### config.mk
export PLATFORM = sky130hd
export DESIGN_NAME = bitmap_slot_allocator_core
export DESIGN_NICKNAME = d
export VERILOG_FILES = /design/src/rtl/core/bsa_pkg.sv /design/src/rtl/core/bsa_ram.sv /design/src/rtl/core/bsa_div.sv /design/src/rtl/core/bsa_ctrl.sv /design/src/rtl/core/bsa_datapath.sv /design/src/rtl/core/bitmap_slot_allocator_core.sv
export SDC_FILE = /design/constraint.sdc
export NUM_CORES = 2
export LEC_CHECK = 0
export BUFFER_PORTS_ARGS = -buffer_cell sky130_fd_sc_hd__buf_2
export CORE_MARGIN = 10
export CORE_UTILIZATION = 55
export DETAILED_ROUTE_END_ITERATION = 8
export PLACE_DENSITY = 0.72
export SYNTH_ARGS = -nofsm -noshare
export SYNTH_HDL_FRONTEND = slang
export SYNTH_SLANG_ARGS = --single-unit
### constraint.sdc
create_clock -name clk -period 17.7 [get_ports clk]
set_input_delay 5.31 -clock clk [delete_from_list [all_inputs] [get_ports clk]]
set_output_delay 5.31 -clock clk [all_outputs]
set_load 0.03 [all_outputs]
### src/rtl/core/bsa_pkg.sv
`timescale 1ns / 1ps
// ----------------------------------------------------------------------------
// Slot allocator package
// Codes, field widths and the command and status bundles shared by the
// controller, the datapath and the checker.
// ----------------------------------------------------------------------------
package bsa_pkg;

	// Operation codes carried in the input beat's tuser.
	localparam logic [1:0] OP_CLAIM     = 2'd0;
	localparam logic [1:0] OP_RELEASE   = 2'd1;
	localparam logic [1:0] OP_TEST_ADDR = 2'd2;
	localparam logic [1:0] OP_TEST_SLOT = 2'd3;

	// Result status codes carried in the output beat's tuser.
	localparam logic [1:0] ST_OK      = 2'd0;
	localparam logic [1:0] ST_INVAL   = 2'd1;
	localparam logic [1:0] ST_CORRUPT = 2'd2;
	localparam logic [1:0] ST_UNAVAIL = 2'd3;

	// Configuration register indexes.
	localparam logic [1:0] CFG_BASE   = 2'd0;
	localparam logic [1:0] CFG_OSIZE  = 2'd1;
	localparam logic [1:0] CFG_SCOUNT = 2'd2;

	// Field widths.
	localparam int ADDR_W   = 32;
	localparam int OSIZE_W  = 16;
	localparam int SCOUNT_W = 9;
	localparam int SIDX_W   = 16;
	localparam int SLOT_W   = 8;
	localparam int COUNT_W  = 9;
	localparam int WORD_W   = 32;
	localparam int IN_W     = 48;
	localparam int OUT_W    = 64;

	// Register values after reset.
	localparam logic [OSIZE_W-1:0]  RST_OSIZE  = 16'd16;
	localparam logic [SCOUNT_W-1:0] RST_SCOUNT = 9'd256;

	// Commands from the controller to the datapath.
	typedef struct packed {
		logic ready;
		logic scan_init;
		logic scan_step;
		logic rd_slot;
		logic mul;
		logic div_start;
		logic div_check;
		logic latch;
		logic result_en;
		logic load_out;
	} cmd_t;

	// Status from the datapath to the controller.
	typedef struct packed {
		logic       accept;
		logic       bad_shape;
		logic [1:0] op;
		logic       found;
		logic       exhausted;
		logic       div_done;
		logic       out_free;
	} stat_t;

endpackage

### src/rtl/core/bsa_ram.sv
`timescale 1ns / 1ps
// ----------------------------------------------------------------------------
// Generic RAM
// One write port and one read port with registered read data.
// ----------------------------------------------------------------------------
module bsa_ram #(
	parameter int WIDTH = 32,
	parameter int DEPTH = 8
) (
	input  logic                                    clk,
	input  logic                                    wr_en,
	input  logic [((DEPTH > 1) ? $clog2(DEPTH) : 1)-1:0] wr_addr,
	input  logic [WIDTH-1:0]                        wr_data,
	input  logic [((DEPTH > 1) ? $clog2(DEPTH) : 1)-1:0] rd_addr,
	output logic [WIDTH-1:0]                        rd_data
);

	logic [WIDTH-1:0] mem_q [DEPTH];

	// Write port and registered read port.
	always_ff @(posedge clk) begin
		if (wr_en) begin
			mem_q[wr_addr] <= wr_data;
		end
		rd_data <= mem_q[rd_addr];
	end

endmodule

### src/rtl/core/bsa_div.sv
`timescale 1ns / 1ps
// ----------------------------------------------------------------------------
// Address divider
// Restoring divider, one quotient bit per cycle.
// ----------------------------------------------------------------------------
module bsa_div (
	input  logic                         clk,
	input  logic                         arst_n,
	input  logic                         start,
	input  logic [bsa_pkg::ADDR_W-1:0]   dividend,
	input  logic [bsa_pkg::OSIZE_W-1:0]  divisor,
	output logic                         done,
	output logic [bsa_pkg::ADDR_W-1:0]   quotient,
	output logic [bsa_pkg::OSIZE_W-1:0]  remainder
);

	logic                          busy_q;
	logic                          done_q;
	logic [4:0]                    cnt_q;
	logic [bsa_pkg::ADDR_W-1:0]    quo_q;
	logic [bsa_pkg::OSIZE_W-1:0]   rem_q;
	logic [bsa_pkg::OSIZE_W-1:0]   dvs_q;
	logic [bsa_pkg::OSIZE_W:0]     trial;
	logic                          fits;

	// Shift in the next dividend bit and try a subtract.
	assign trial = {rem_q, quo_q[bsa_pkg::ADDR_W-1]};
	assign fits  = trial >= {1'b0, dvs_q};

	// Sequencing flags.
	always_ff @(posedge clk or negedge arst_n) begin
		if (!arst_n) begin
			busy_q <= 1'b0;
			done_q <= 1'b0;
			cnt_q  <= '0;
		end else if (start) begin
			busy_q <= 1'b1;
			done_q <= 1'b0;
			cnt_q  <= 5'd31;
		end else if (busy_q) begin
			cnt_q <= cnt_q - 5'd1;
			if (cnt_q == 5'd0) begin
				busy_q <= 1'b0;
				done_q <= 1'b1;
			end
		end
	end

	// Partial remainder and quotient.
	always_ff @(posedge clk) begin
		if (start) begin
			quo_q <= dividend;
			rem_q <= '0;
			dvs_q <= divisor;
		end else if (busy_q) begin
			if (fits) begin
				rem_q <= bsa_pkg::OSIZE_W'(trial - {1'b0, dvs_q});
			end else begin
				rem_q <= trial[bsa_pkg::OSIZE_W-1:0];
			end
			quo_q <= {quo_q[bsa_pkg::ADDR_W-2:0], fits};
		end
	end

	assign done      = done_q;
	assign quotient  = quo_q;
	assign remainder = rem_q;

endmodule

### src/rtl/core/bsa_ctrl.sv
`timescale 1ns / 1ps
// ----------------------------------------------------------------------------
// Slot allocator controller
// Sequences one operation at a time through the datapath.
// ----------------------------------------------------------------------------
module bsa_ctrl (
	input  logic            clk,
	input  logic            arst_n,
	input  bsa_pkg::stat_t  stat,
	output bsa_pkg::cmd_t   cmd
);

	typedef enum logic [3:0] {
		S_IDLE,
		S_DISPATCH,
		S_SCAN_RD,
		S_SCAN_EV,
		S_MUL,
		S_DIV,
		S_TEST_RD,
		S_TEST_EV,
		S_RESULT,
		S_OUT
	} state_t;

	state_t state_q;
	state_t state_d;

	// Next state and commands for the current state.
	always_comb begin
		state_d = state_q;
		cmd     = '0;
		unique case (state_q)
			S_IDLE: begin
				cmd.ready = 1'b1;
				if (stat.accept) begin
					state_d = S_DISPATCH;
				end
			end
			S_DISPATCH: begin
				if (stat.bad_shape) begin
					state_d = S_RESULT;
				end else begin
					unique case (stat.op)
						bsa_pkg::OP_CLAIM: begin
							cmd.scan_init = 1'b1;
							state_d       = S_SCAN_RD;
						end
						bsa_pkg::OP_RELEASE, bsa_pkg::OP_TEST_ADDR: begin
							cmd.div_start = 1'b1;
							state_d       = S_DIV;
						end
						default: begin
							state_d = S_TEST_RD;
						end
					endcase
				end
			end
			S_SCAN_RD: begin
				state_d = S_SCAN_EV;
			end
			S_SCAN_EV: begin
				cmd.scan_step = 1'b1;
				if (stat.found) begin
					state_d = S_MUL;
				end else if (stat.exhausted) begin
					state_d = S_RESULT;
				end else begin
					state_d = S_SCAN_RD;
				end
			end
			S_MUL: begin
				cmd.mul = 1'b1;
				state_d = S_RESULT;
			end
			S_DIV: begin
				if (stat.div_done) begin
					cmd.div_check = 1'b1;
					state_d       = S_TEST_RD;
				end
			end
			S_TEST_RD: begin
				cmd.rd_slot = 1'b1;
				state_d     = S_TEST_EV;
			end
			S_TEST_EV: begin
				cmd.latch = 1'b1;
				state_d   = S_RESULT;
			end
			S_RESULT: begin
				cmd.result_en = 1'b1;
				state_d       = S_OUT;
			end
			S_OUT: begin
				if (stat.out_free) begin
					cmd.load_out = 1'b1;
					state_d      = S_IDLE;
				end
			end
			default: begin
				state_d = S_IDLE;
			end
		endcase
	end

	// State register.
	always_ff @(posedge clk or negedge arst_n) begin
		if (!arst_n) begin
			state_q <= S_IDLE;
		end else begin
			state_q <= state_d;
		end
	end

endmodule

### src/rtl/core/bsa_datapath.sv
`timescale 1ns / 1ps
// ----------------------------------------------------------------------------
// Slot allocator datapath
// Configuration, claim bitmap, search window, divider, counters and the
// output register.
// ----------------------------------------------------------------------------
module bsa_datapath #(
	parameter int MAX_SLOTS = 256
) (
	input  logic                            clk,
	input  logic                            arst_n,
	input  logic                            cfg_we,
	input  logic [1:0]                      cfg_index,
	input  logic [bsa_pkg::ADDR_W-1:0]      cfg_data,
	input  logic                            s_tvalid,
	output logic                            s_tready,
	input  logic [bsa_pkg::IN_W-1:0]        s_tdata,
	input  logic [1:0]                      s_tuser,
	output logic                            m_tvalid,
	input  logic                            m_tready,
	output logic [bsa_pkg::OUT_W-1:0]       m_tdata,
	output logic [1:0]                      m_tuser,
	input  bsa_pkg::cmd_t                   cmd,
	output bsa_pkg::stat_t                  stat
);

	localparam int SW        = $clog2(MAX_SLOTS);
	localparam int CW        = SW + 1;
	localparam int MAP_WORDS = (MAX_SLOTS + 31) / 32;
	localparam int WW        = (MAP_WORDS > 1) ? $clog2(MAP_WORDS) : 1;

	// Configuration registers.
	logic [bsa_pkg::ADDR_W-1:0]   base_q;
	logic [bsa_pkg::OSIZE_W-1:0]  osize_q;
	logic [bsa_pkg::SCOUNT_W-1:0] scount_q;

	// Captured input beat.
	logic [1:0]                   op_q;
	logic [bsa_pkg::ADDR_W-1:0]   addr_q;
	logic [bsa_pkg::SIDX_W-1:0]   sidx_q;

	// Allocator state.
	logic [SW-1:0]                ss_q;
	logic [bsa_pkg::COUNT_W-1:0]  live_q;
	logic [bsa_pkg::COUNT_W-1:0]  peak_q;
	logic [MAP_WORDS-1:0]         wvalid_q;

	// Working registers.
	logic [SW-1:0]                start_q;
	logic [WW-1:0]                word_q;
	logic                         pass_q;
	logic                         found_q;
	logic [SW-1:0]                slot_q;
	logic [bsa_pkg::WORD_W-1:0]   data_q;
	logic                         below_q;
	logic                         cont_q;
	logic [SW+15:0]               prod_s1;
	logic [WW-1:0]                rd_word_s1;

	// Result and output registers.
	logic [1:0]                   r_status_q;
	logic [bsa_pkg::OUT_W-1:0]    r_data_q;
	logic                         m_tvalid_q;
	logic [1:0]                   m_tuser_q;
	logic [bsa_pkg::OUT_W-1:0]    m_tdata_q;

	logic                         accept;
	logic                         bad_shape;
	logic [CW-1:0]                cap;
	logic [SW-1:0]                start_c;
	logic [WW-1:0]                rd_word;
	logic [WW-1:0]                slot_word;
	logic [bsa_pkg::WORD_W-1:0]   ram_rd;
	logic [bsa_pkg::WORD_W-1:0]   rd_eff;
	logic [bsa_pkg::WORD_W-1:0]   win_mask;
	logic [bsa_pkg::WORD_W-1:0]   free_v;
	logic [4:0]                   free_bit;
	logic                         any_free;
	logic [WW-1:0]                last_word;
	logic [WW-1:0]                start_word;
	logic                         div_done;
	logic [bsa_pkg::ADDR_W-1:0]   quo;
	logic [bsa_pkg::OSIZE_W-1:0]  rem;
	logic                         slot_bit;
	logic                         in_range;

	logic                         wr_en;
	logic [bsa_pkg::WORD_W-1:0]   wr_data;
	logic [1:0]                   res_status;
	logic [bsa_pkg::ADDR_W-1:0]   res_oaddr;
	logic [bsa_pkg::SLOT_W-1:0]   res_slot;
	logic                         res_cont;
	logic                         res_clm;
	logic [bsa_pkg::COUNT_W-1:0]  live_d;
	logic [bsa_pkg::COUNT_W-1:0]  peak_d;
	logic [SW-1:0]                ss_d;

	assign accept    = s_tvalid && cmd.ready;
	assign s_tready  = cmd.ready;
	assign bad_shape = (osize_q == '0) || (scount_q == '0);

	// Slots in use, limited to the built size.
	always_comb begin
		if (32'(scount_q) > 32'(MAX_SLOTS)) begin
			cap = CW'(MAX_SLOTS);
		end else begin
			cap = CW'(scount_q);
		end
	end

	// A hint left past the end by a register change restarts at slot zero.
	assign start_c = (32'(ss_q) < 32'(cap)) ? ss_q : '0;

	// Configuration writes.
	always_ff @(posedge clk or negedge arst_n) begin
		if (!arst_n) begin
			base_q   <= '0;
			osize_q  <= bsa_pkg::RST_OSIZE;
			scount_q <= bsa_pkg::RST_SCOUNT;
		end else if (cfg_we) begin
			unique case (cfg_index)
				bsa_pkg::CFG_BASE:   base_q   <= cfg_data;
				bsa_pkg::CFG_OSIZE:  osize_q  <= cfg_data[bsa_pkg::OSIZE_W-1:0];
				bsa_pkg::CFG_SCOUNT: scount_q <= cfg_data[bsa_pkg::SCOUNT_W-1:0];
				default: ;
			endcase
		end
	end

	// Bitmap storage. Words never written read as all free.
	assign slot_word = WW'(32'(slot_q) >> 5);
	assign rd_word   = cmd.rd_slot ? slot_word : word_q;

	bsa_ram #(
		.WIDTH (bsa_pkg::WORD_W),
		.DEPTH (MAP_WORDS)
	) u_map (
		.clk     (clk),
		.wr_en   (wr_en),
		.wr_addr (slot_word),
		.wr_data (wr_data),
		.rd_addr (rd_word),
		.rd_data (ram_rd)
	);

	assign rd_eff = wvalid_q[rd_word_s1] ? ram_rd : '0;

	// Search window over the word in hand: from the hint to the end on the
	// first pass, from slot zero up to the hint on the wrapped pass.
	always_comb begin
		for (int j = 0; j < bsa_pkg::WORD_W; j++) begin
			if (pass_q) begin
				win_mask[j] = ((32'(word_q) << 5) | 32'(j)) < 32'(start_q);
			end else begin
				win_mask[j] = (((32'(word_q) << 5) | 32'(j)) >= 32'(start_q)) &&
					(((32'(word_q) << 5) | 32'(j)) < 32'(cap));
			end
		end
	end

	assign free_v   = ~rd_eff & win_mask;
	assign any_free = |free_v;

	// Lowest free slot in the window.
	always_comb begin
		free_bit = '0;
		for (int j = bsa_pkg::WORD_W - 1; j >= 0; j--) begin
			if (free_v[j]) begin
				free_bit = 5'(j);
			end
		end
	end

	assign last_word  = WW'((32'(cap) - 32'd1) >> 5);
	assign start_word = WW'(32'(start_q) >> 5);

	// Address to slot division.
	bsa_div u_div (
		.clk       (clk),
		.arst_n    (arst_n),
		.start     (cmd.div_start),
		.dividend  (addr_q - base_q),
		.divisor   (osize_q),
		.done      (div_done),
		.quotient  (quo),
		.remainder (rem)
	);

	assign slot_bit = data_q[slot_q[4:0]];
	assign in_range = 32'(sidx_q) < 32'(cap);

	// Result of the operation and the state it leaves behind.
	always_comb begin
		wr_en      = 1'b0;
		wr_data    = data_q;
		res_status = bsa_pkg::ST_OK;
		res_oaddr  = '0;
		res_slot   = '0;
		res_cont   = 1'b0;
		res_clm    = 1'b0;
		live_d     = live_q;
		peak_d     = peak_q;
		ss_d       = ss_q;
		if (bad_shape) begin
			res_status = bsa_pkg::ST_INVAL;
		end else begin
			case (op_q)
				bsa_pkg::OP_CLAIM: begin
					if (found_q) begin
						wr_en     = 1'b1;
						wr_data   = data_q | (32'd1 << slot_q[4:0]);
						live_d    = live_q + 9'd1;
						peak_d    = (live_d > peak_q) ? live_d : peak_q;
						ss_d      = ((32'(slot_q) + 32'd1) == 32'(cap)) ? '0 : slot_q + 1'b1;
						res_oaddr = base_q + 32'(prod_s1);
						res_slot  = 8'(slot_q);
						res_clm   = 1'b1;
					end else begin
						res_status = bsa_pkg::ST_UNAVAIL;
					end
				end
				bsa_pkg::OP_RELEASE: begin
					if (!cont_q) begin
						res_status = bsa_pkg::ST_INVAL;
					end else begin
						res_cont = 1'b1;
						res_slot = 8'(slot_q);
						if ((live_q == '0) || !slot_bit) begin
							res_status = bsa_pkg::ST_CORRUPT;
							res_clm    = slot_bit;
						end else begin
							wr_en   = 1'b1;
							wr_data = data_q & ~(32'd1 << slot_q[4:0]);
							live_d  = live_q - 9'd1;
							if (slot_q < ss_q) begin
								ss_d = slot_q;
							end
						end
					end
				end
				bsa_pkg::OP_TEST_ADDR: begin
					if (cont_q) begin
						res_cont = 1'b1;
						res_slot = 8'(slot_q);
						res_clm  = slot_bit;
					end
				end
				default: begin
					res_slot = sidx_q[bsa_pkg::SLOT_W-1:0];
					res_clm  = in_range && slot_bit;
				end
			endcase
		end
		wr_en = wr_en && cmd.result_en;
	end

	// Control state with reset.
	always_ff @(posedge clk or negedge arst_n) begin
		if (!arst_n) begin
			ss_q       <= '0;
			live_q     <= '0;
			peak_q     <= '0;
			wvalid_q   <= '0;
			pass_q     <= 1'b0;
			found_q    <= 1'b0;
			m_tvalid_q <= 1'b0;
		end else begin
			if (cmd.scan_init) begin
				pass_q  <= 1'b0;
				found_q <= 1'b0;
			end else if (cmd.scan_step) begin
				if (any_free) begin
					found_q <= 1'b1;
				end else if (!pass_q && (word_q == last_word)) begin
					pass_q <= 1'b1;
				end
			end
			if (cmd.result_en) begin
				ss_q   <= ss_d;
				live_q <= live_d;
				peak_q <= peak_d;
			end
			if (wr_en) begin
				wvalid_q[slot_word] <= 1'b1;
			end
			if (cmd.load_out) begin
				m_tvalid_q <= 1'b1;
			end else if (m_tready) begin
				m_tvalid_q <= 1'b0;
			end
		end
	end

	// Payload and working registers.
	always_ff @(posedge clk) begin
		rd_word_s1 <= rd_word;
		if (accept) begin
			op_q   <= s_tuser;
			addr_q <= s_tdata[bsa_pkg::ADDR_W-1:0];
			sidx_q <= s_tdata[bsa_pkg::IN_W-1:bsa_pkg::ADDR_W];
			slot_q <= SW'(s_tdata[bsa_pkg::IN_W-1:bsa_pkg::ADDR_W]);
		end
		if (cmd.scan_init) begin
			start_q <= start_c;
			word_q  <= WW'(32'(start_c) >> 5);
		end else if (cmd.scan_step) begin
			data_q <= rd_eff;
			if (any_free) begin
				slot_q <= SW'((32'(word_q) << 5) | 32'(free_bit));
			end else if (!pass_q && (word_q == last_word)) begin
				word_q <= '0;
			end else begin
				word_q <= word_q + 1'b1;
			end
		end
		if (cmd.latch) begin
			data_q <= rd_eff;
		end
		if (cmd.mul) begin
			prod_s1 <= slot_q * osize_q;
		end
		if (cmd.div_start) begin
			below_q <= addr_q < base_q;
		end
		if (cmd.div_check) begin
			cont_q <= !below_q && (rem == '0) && (quo < 32'(cap));
			slot_q <= SW'(quo);
		end
		if (cmd.result_en) begin
			r_status_q <= res_status;
			r_data_q   <= {4'd0, peak_d, live_d, res_clm, res_cont, res_slot, res_oaddr};
		end
		if (cmd.load_out) begin
			m_tuser_q <= r_status_q;
			m_tdata_q <= r_data_q;
		end
	end

	// Status toward the controller.
	always_comb begin
		stat           = '0;
		stat.accept    = accept;
		stat.bad_shape = bad_shape;
		stat.op        = op_q;
		stat.found     = any_free;
		stat.exhausted = pass_q && (word_q == start_word) && !any_free;
		stat.div_done  = div_done;
		stat.out_free  = !m_tvalid_q || m_tready;
	end

	assign m_tvalid = m_tvalid_q;
	assign m_tuser  = m_tuser_q;
	assign m_tdata  = m_tdata_q;

endmodule

### src/rtl/core/bitmap_slot_allocator_core.sv
`timescale 1ns / 1ps
// ----------------------------------------------------------------------------
// Bitmap slot allocator core
// Next-fit allocator of fixed-size object slots over a claim bitmap, with
// release by address and claimed-state queries.
// ----------------------------------------------------------------------------
//  Channel   Direction  Beat contents
//  s_*       in         tuser: op; tdata: address, slot_index
//  m_*       out        tuser: status; tdata: object_address, slot, contained,
//                       claimed, live_count, peak_count
//  cfg_*     in         register write: base_address, slot bytes, slot_count
//
// One operation is in flight at a time. A claim scans the bitmap memory a
// word at a time, visiting up to MAX_SLOTS/32 (rounded up) + 1 words. Release
// and address test wait on the divider; a slot test reads the slot's bitmap
// word directly. Reset clears the bitmap through per-word valid bits, so no
// clearing pass. A stalled result sits in the output register while the next
// beat is taken.
// ----------------------------------------------------------------------------
module bitmap_slot_allocator_core #(
	parameter int MAX_SLOTS = 256
) (
	input  logic         clk,
	input  logic         arst_n,
	input  logic         cfg_we,
	input  logic [1:0]   cfg_index,
	input  logic [31:0]  cfg_data,
	input  logic         s_tvalid,
	output logic         s_tready,
	input  logic [47:0]  s_tdata,   // address[31:0], slot_index[47:32]
	input  logic [1:0]   s_tuser,   // op[1:0]
	output logic         m_tvalid,
	input  logic         m_tready,
	output logic [63:0]  m_tdata,   // object_address[31:0], slot[39:32],
	                                // contained[40], claimed[41],
	                                // live_count[50:42], peak_count[59:51], zero
	output logic [1:0]   m_tuser    // status[1:0]
);

	bsa_pkg::cmd_t  cmd;
	bsa_pkg::stat_t stat;

	bsa_ctrl u_ctrl (
		.clk    (clk),
		.arst_n (arst_n),
		.stat   (stat),
		.cmd    (cmd)
	);

	bsa_datapath #(
		.MAX_SLOTS (MAX_SLOTS)
	) u_dp (
		.clk       (clk),
		.arst_n    (arst_n),
		.cfg_we    (cfg_we),
		.cfg_index (cfg_index),
		.cfg_data  (cfg_data),
		.s_tvalid  (s_tvalid),
		.s_tready  (s_tready),
		.s_tdata   (s_tdata),
		.s_tuser   (s_tuser),
		.m_tvalid  (m_tvalid),
		.m_tready  (m_tready),
		.m_tdata   (m_tdata),
		.m_tuser   (m_tuser),
		.cmd       (cmd),
		.stat      (stat)
	);

endmodule

==> impl_metrics.csv <==
group,metric,value,unit
status,outcome,"complete, no violations",
timing,finalSetupViolCount,0,
global_route,grt_max_degree,90,
timing,finClkSkew,0.0279,ns
floorplan,dieArea,80800,um^2
floorplan,initial_core_util,55.7,%
timing,rsz0062_at_grt,"no",
clock_network,postCtsSetupBuffers,0,
clock_network,clk_latency,0.64,ns
clock_network,cts_resized,0,
logic_synthesis,avgSynthCellArea,10.8,um^2
routing,route.vias.total,27551,
timing,hold_viol,0,
routing,wl,99900,um
finish,fillers,5587,
floorplan,fp-row-count,96,
finish,num-nets-final,3990,
clock_network,root_buffer,"clkbuf_16",
floorplan,core-area,68900,um^2
timing,finalMaxSlewViolations,0,
timing,max_slew_margin,16.8,%
logic_synthesis,ys_seq_elements,711,
global_route,grt_pass1_wl,154000,um
global_route,grt.busiest_layer,"met2",
global_route,grtUsageTotal,24.1,%
routing,antenna_left,0,
global_route,grt_pass1_vias,26250,
global_route,use_met2,40.0,%
routing,drc,0,
worst_setup_path,crit_path_max_incr_delay,0.50,ns
worst_setup_path,path_delay_family,"simple AND/OR/NAND/NOR gates",
flow_run,maxCapViolations,0,
clock_network,numCtsBuffers,76,
floorplan,die_y,284,um
global_route,met3_usage,3.44,%
clock_network,cts_tree,"done",
worst_setup_path,cp_cell_sequence,"or3_1 -> nor2_1 -> buf_2",
finish,area_delta_synth_final,10.6,%
logic_synthesis,syn-cell-area,38400,um^2
global_route,antenna_found_initial,3,
worst_setup_path,start_kind,"flip-flop",
logic_synthesis,synth_edf_count,547,
routing,routedWlPerCell,21.6,um
worst_setup_path,required,12.39,ns
worst_setup_path,end_kind,"output port",
finish,regArea,20200,um^2
clock_network,hold_buffers,0,
global_route,grtUsageMet1,32.0,%
worst_setup_path,path_max_fanout,12,
floorplan,io_pins,157,
logic_synthesis,synth_cell_type_count,108,
routing,drtPass1Iterations,6,
finish,multi_input_area,16600,um^2
timing,fmax,0.137,GHz
worst_setup_path,critPathKind,"flip-flop to output port",
logic_synthesis,ys_async_sr_fraction,14.8,%
min_path,worst_hold_path_type,"flip-flop to flip-flop",
worst_setup_path,path_buf_inv,1,
routing,vias_per_cell,5.95,
worst_setup_path,crit_slowest_cell,"dfrtp_1",
floorplan,die_width,284,um
pwr,power.density,197,nW/um^2
placement,place.gp.congestion,0.938,
clock_network,clock-sinks,711,
timing,tns,0,ns
worst_setup_path,critPathArrivalTime,1.97,ns
placement,io_buffers,152,
logic_synthesis,yosysSeqAreaShare,52.7,%
clock_network,clock_path_buffers,3,
pwr,power.leakage,17.1,nW
logic_synthesis,synth_warnings,0,
logic_synthesis,synth_ff_type,"edfxtp_1",
pwr,ir_worst_vdd,0.247,mV
clock_network,htreeDepth,3,
logic_synthesis,synth_cells,3550,
routing,drt_iter0_drc,2611,
timing,min_period,7.28,ns
clock_network,clk_pin_slew,0.06,ns
timing,worst_slew_pin_slew,1.25,ns
timing,period_share,41.1,%
finish,drive_above_1_share,12.1,%
global_route,gr-total-overflow,0,
pwr,total_power,0.00838,W
finish,utilization,61.6,%
placement,post-dp-hpwl,67400,um
## worst reg2reg max path, delay by kind of cell, from the launching register on
kind	cells	cell delay, ns
and+or+nand+nor	2	0.45
xor gates and xnor gates	1	0.23
adders and majority gates	5	2.38
DFF	1	0.67
AOI/OAI and AO/OA	7	1.52
buffers and inverters	2	0.48
## Yosys cell counts (all sizes together) (13+ instances only)
master / instances / area, um^2
fa: 87 / 1740
nand4: 23 / 144
o21a: 34 / 255
a21o: 50 / 383
edfxtp: 547 / 16400
xnor2: 60 / 526
o211ai: 15 / 118
mux2i: 25 / 250
dfrtp: 103 / 2580
nor3: 50 / 265
nand2b: 28 / 175
nor2: 145 / 544
a221o: 13 / 131
or3: 24 / 150
buf: 56 / 332
o21ai: 256 / 1300
inv: 217 / 815
a22oi: 13 / 97.6
o31ai: 13 / 97.6
a31oi: 16 / 100
ha: 179 / 2240
a211oi: 14 / 105
nand2: 560 / 2100
nand3: 222 / 1110
xor2: 35 / 307
and3: 20 / 126
or2: 24 / 150
nor4: 23 / 150
nor2b: 33 / 206
dfxtp: 59 / 1180
and2: 99 / 621
clkbuf: 128 / 482
mux2: 56 / 638
a21oi: 147 / 743
nor3b: 14 / 116
## flip-flops by register name, summed over array words and instances (netlist names), 3 cells and up
| name | count |
|---|---|
| u_ctrl.state_q | 4 |
| u_dp.wvalid_q | 8 |
| u_dp.ss_q | 8 |
| u_dp.u_div.quotient | 32 |
| u_dp.live_q | 9 |
| u_dp.u_div.cnt_q | 5 |
| u_dp.data_q | 32 |
| u_dp.peak_q | 9 |
| u_dp.m_tdata | 60 |
| u_dp.r_data_q | 60 |
| u_dp.u_map.rd_data | 32 |
| u_dp.prod_s1 | 24 |
| u_dp.addr_q | 32 |
| u_dp.u_div.remainder | 16 |
| u_dp.u_div.dvs_q | 16 |
| u_dp.base_q | 32 |
| u_dp.start_q | 8 |
| u_dp.rd_word_s1 | 3 |
| u_dp.word_q | 3 |
| u_dp.slot_q | 8 |
| u_dp.osize_q | 16 |
| u_dp.sidx_q | 16 |
| u_dp.scount_q | 9 |
| u_dp.u_map.mem_q | 256 |
## per-layer routing
layer	vias to the layer above	part of all wire [%]
met4	0	3.3
met2	1074	48
met5	-	0
met1	13479	42
li1	12815	-
met3	183	6.9
## cells by family (layout without fill, tap and decap cells)
group	Yosys count	count (layout)	synth area share [%]
flip-flops	711	711	52.7
buffers and inverters	403	549	4.26
other	1	7	0.00977
XOR/XNOR	95	95	2.17
AO/OA/AOI/OAI	679	679	11.2
AND/OR/NAND/NOR	1302	1302	16.2
multiplexers	93	93	3.04
adder cells (fa/ha/maj)	266	266	10.4
## through the flow
stage	std cells	setup slack (ns)	hold WS, ns	instance area [um^2]
global placement	4488	10.83	0.402	39900
finish	4633	10.42	0.414	42500
detailed placement	4488	10.78	0.405	39900
global route	4633	10.33	0.422	42500
CTS	4630	10.40	0.416	42500
floorplan	3553	7.13	0.400	38400
## final cells by class
class / instances / share of cell area, %
clock inverters: 41 / 1.11
repair buffers: 188 / 2.43
diodes: 3 / 0.0177
flip-flops and latches: 711 / 47.6
multi-input cells: 2439 / 39.2
inverters: 219 / 1.94
well taps: 931 / 2.74
clock buffers: 101 / 4.94
## where the power goes
group | total [W] | switching, W | internal [W]
logic | 0.00422 | 0.00254 | 0.00168
clock network | 0.00162 | 0.000676 | 0.000948
registers | 0.00254 | 0.000267 | 0.00227
## placed cells by master (no fill, tap or decap), types with 12 or more instances in the layout
cell type  count
a211oi_1      14
a21o_1        49
a21oi_1      145
a221o_1       12
a22oi_1       13
a31oi_1       15
and2_1        97
and3_1        18
buf_2        151
buf_4         37
clkbuf_1      16
clkbuf_16     77
dfrtp_1      103
dfxtp_1       59
edfxtp_1     547
fa_1          87
ha_1         179
inv_1        213
mux2_2        51
mux2i_1       22
nand2_1      558
nand2b_1      28
nand3_1      222
nand4_1       23
nor2_1       143
nor2b_1       33
nor3_1        45
nor4_1        22
o211ai_1      14
o21a_1        34
o21ai_0      250
o21bai_1      12
o31ai_1       13
or2_2         20
or3_1         24
xnor2_1       60
xor2_1        35
## path summary, 6_finish.rpt
kind / startpoint / end / slack [ns] / cells after the start
setup / recovery: u_ctrl.state_q[0] / s_tready / 10.42 / 3
hold / removal: u_dp.r_data_q[16] / u_dp.m_tdata[16] / 0.41 / 0
setup reg to reg: u_dp.slot_q[6] / u_dp.prod_s1[23] / 11.76 / 17
hold reg to reg: u_dp.r_data_q[16] / u_dp.m_tdata[16] / 0.41 / 0
max in group asynchronous: arst_n / u_dp.pass_q / 11.72 / 2
min in group asynchronous: arst_n / u_dp.base_q[15] / 4.70 / 1
No activity file was read; power rests on OpenSTA's default activity.
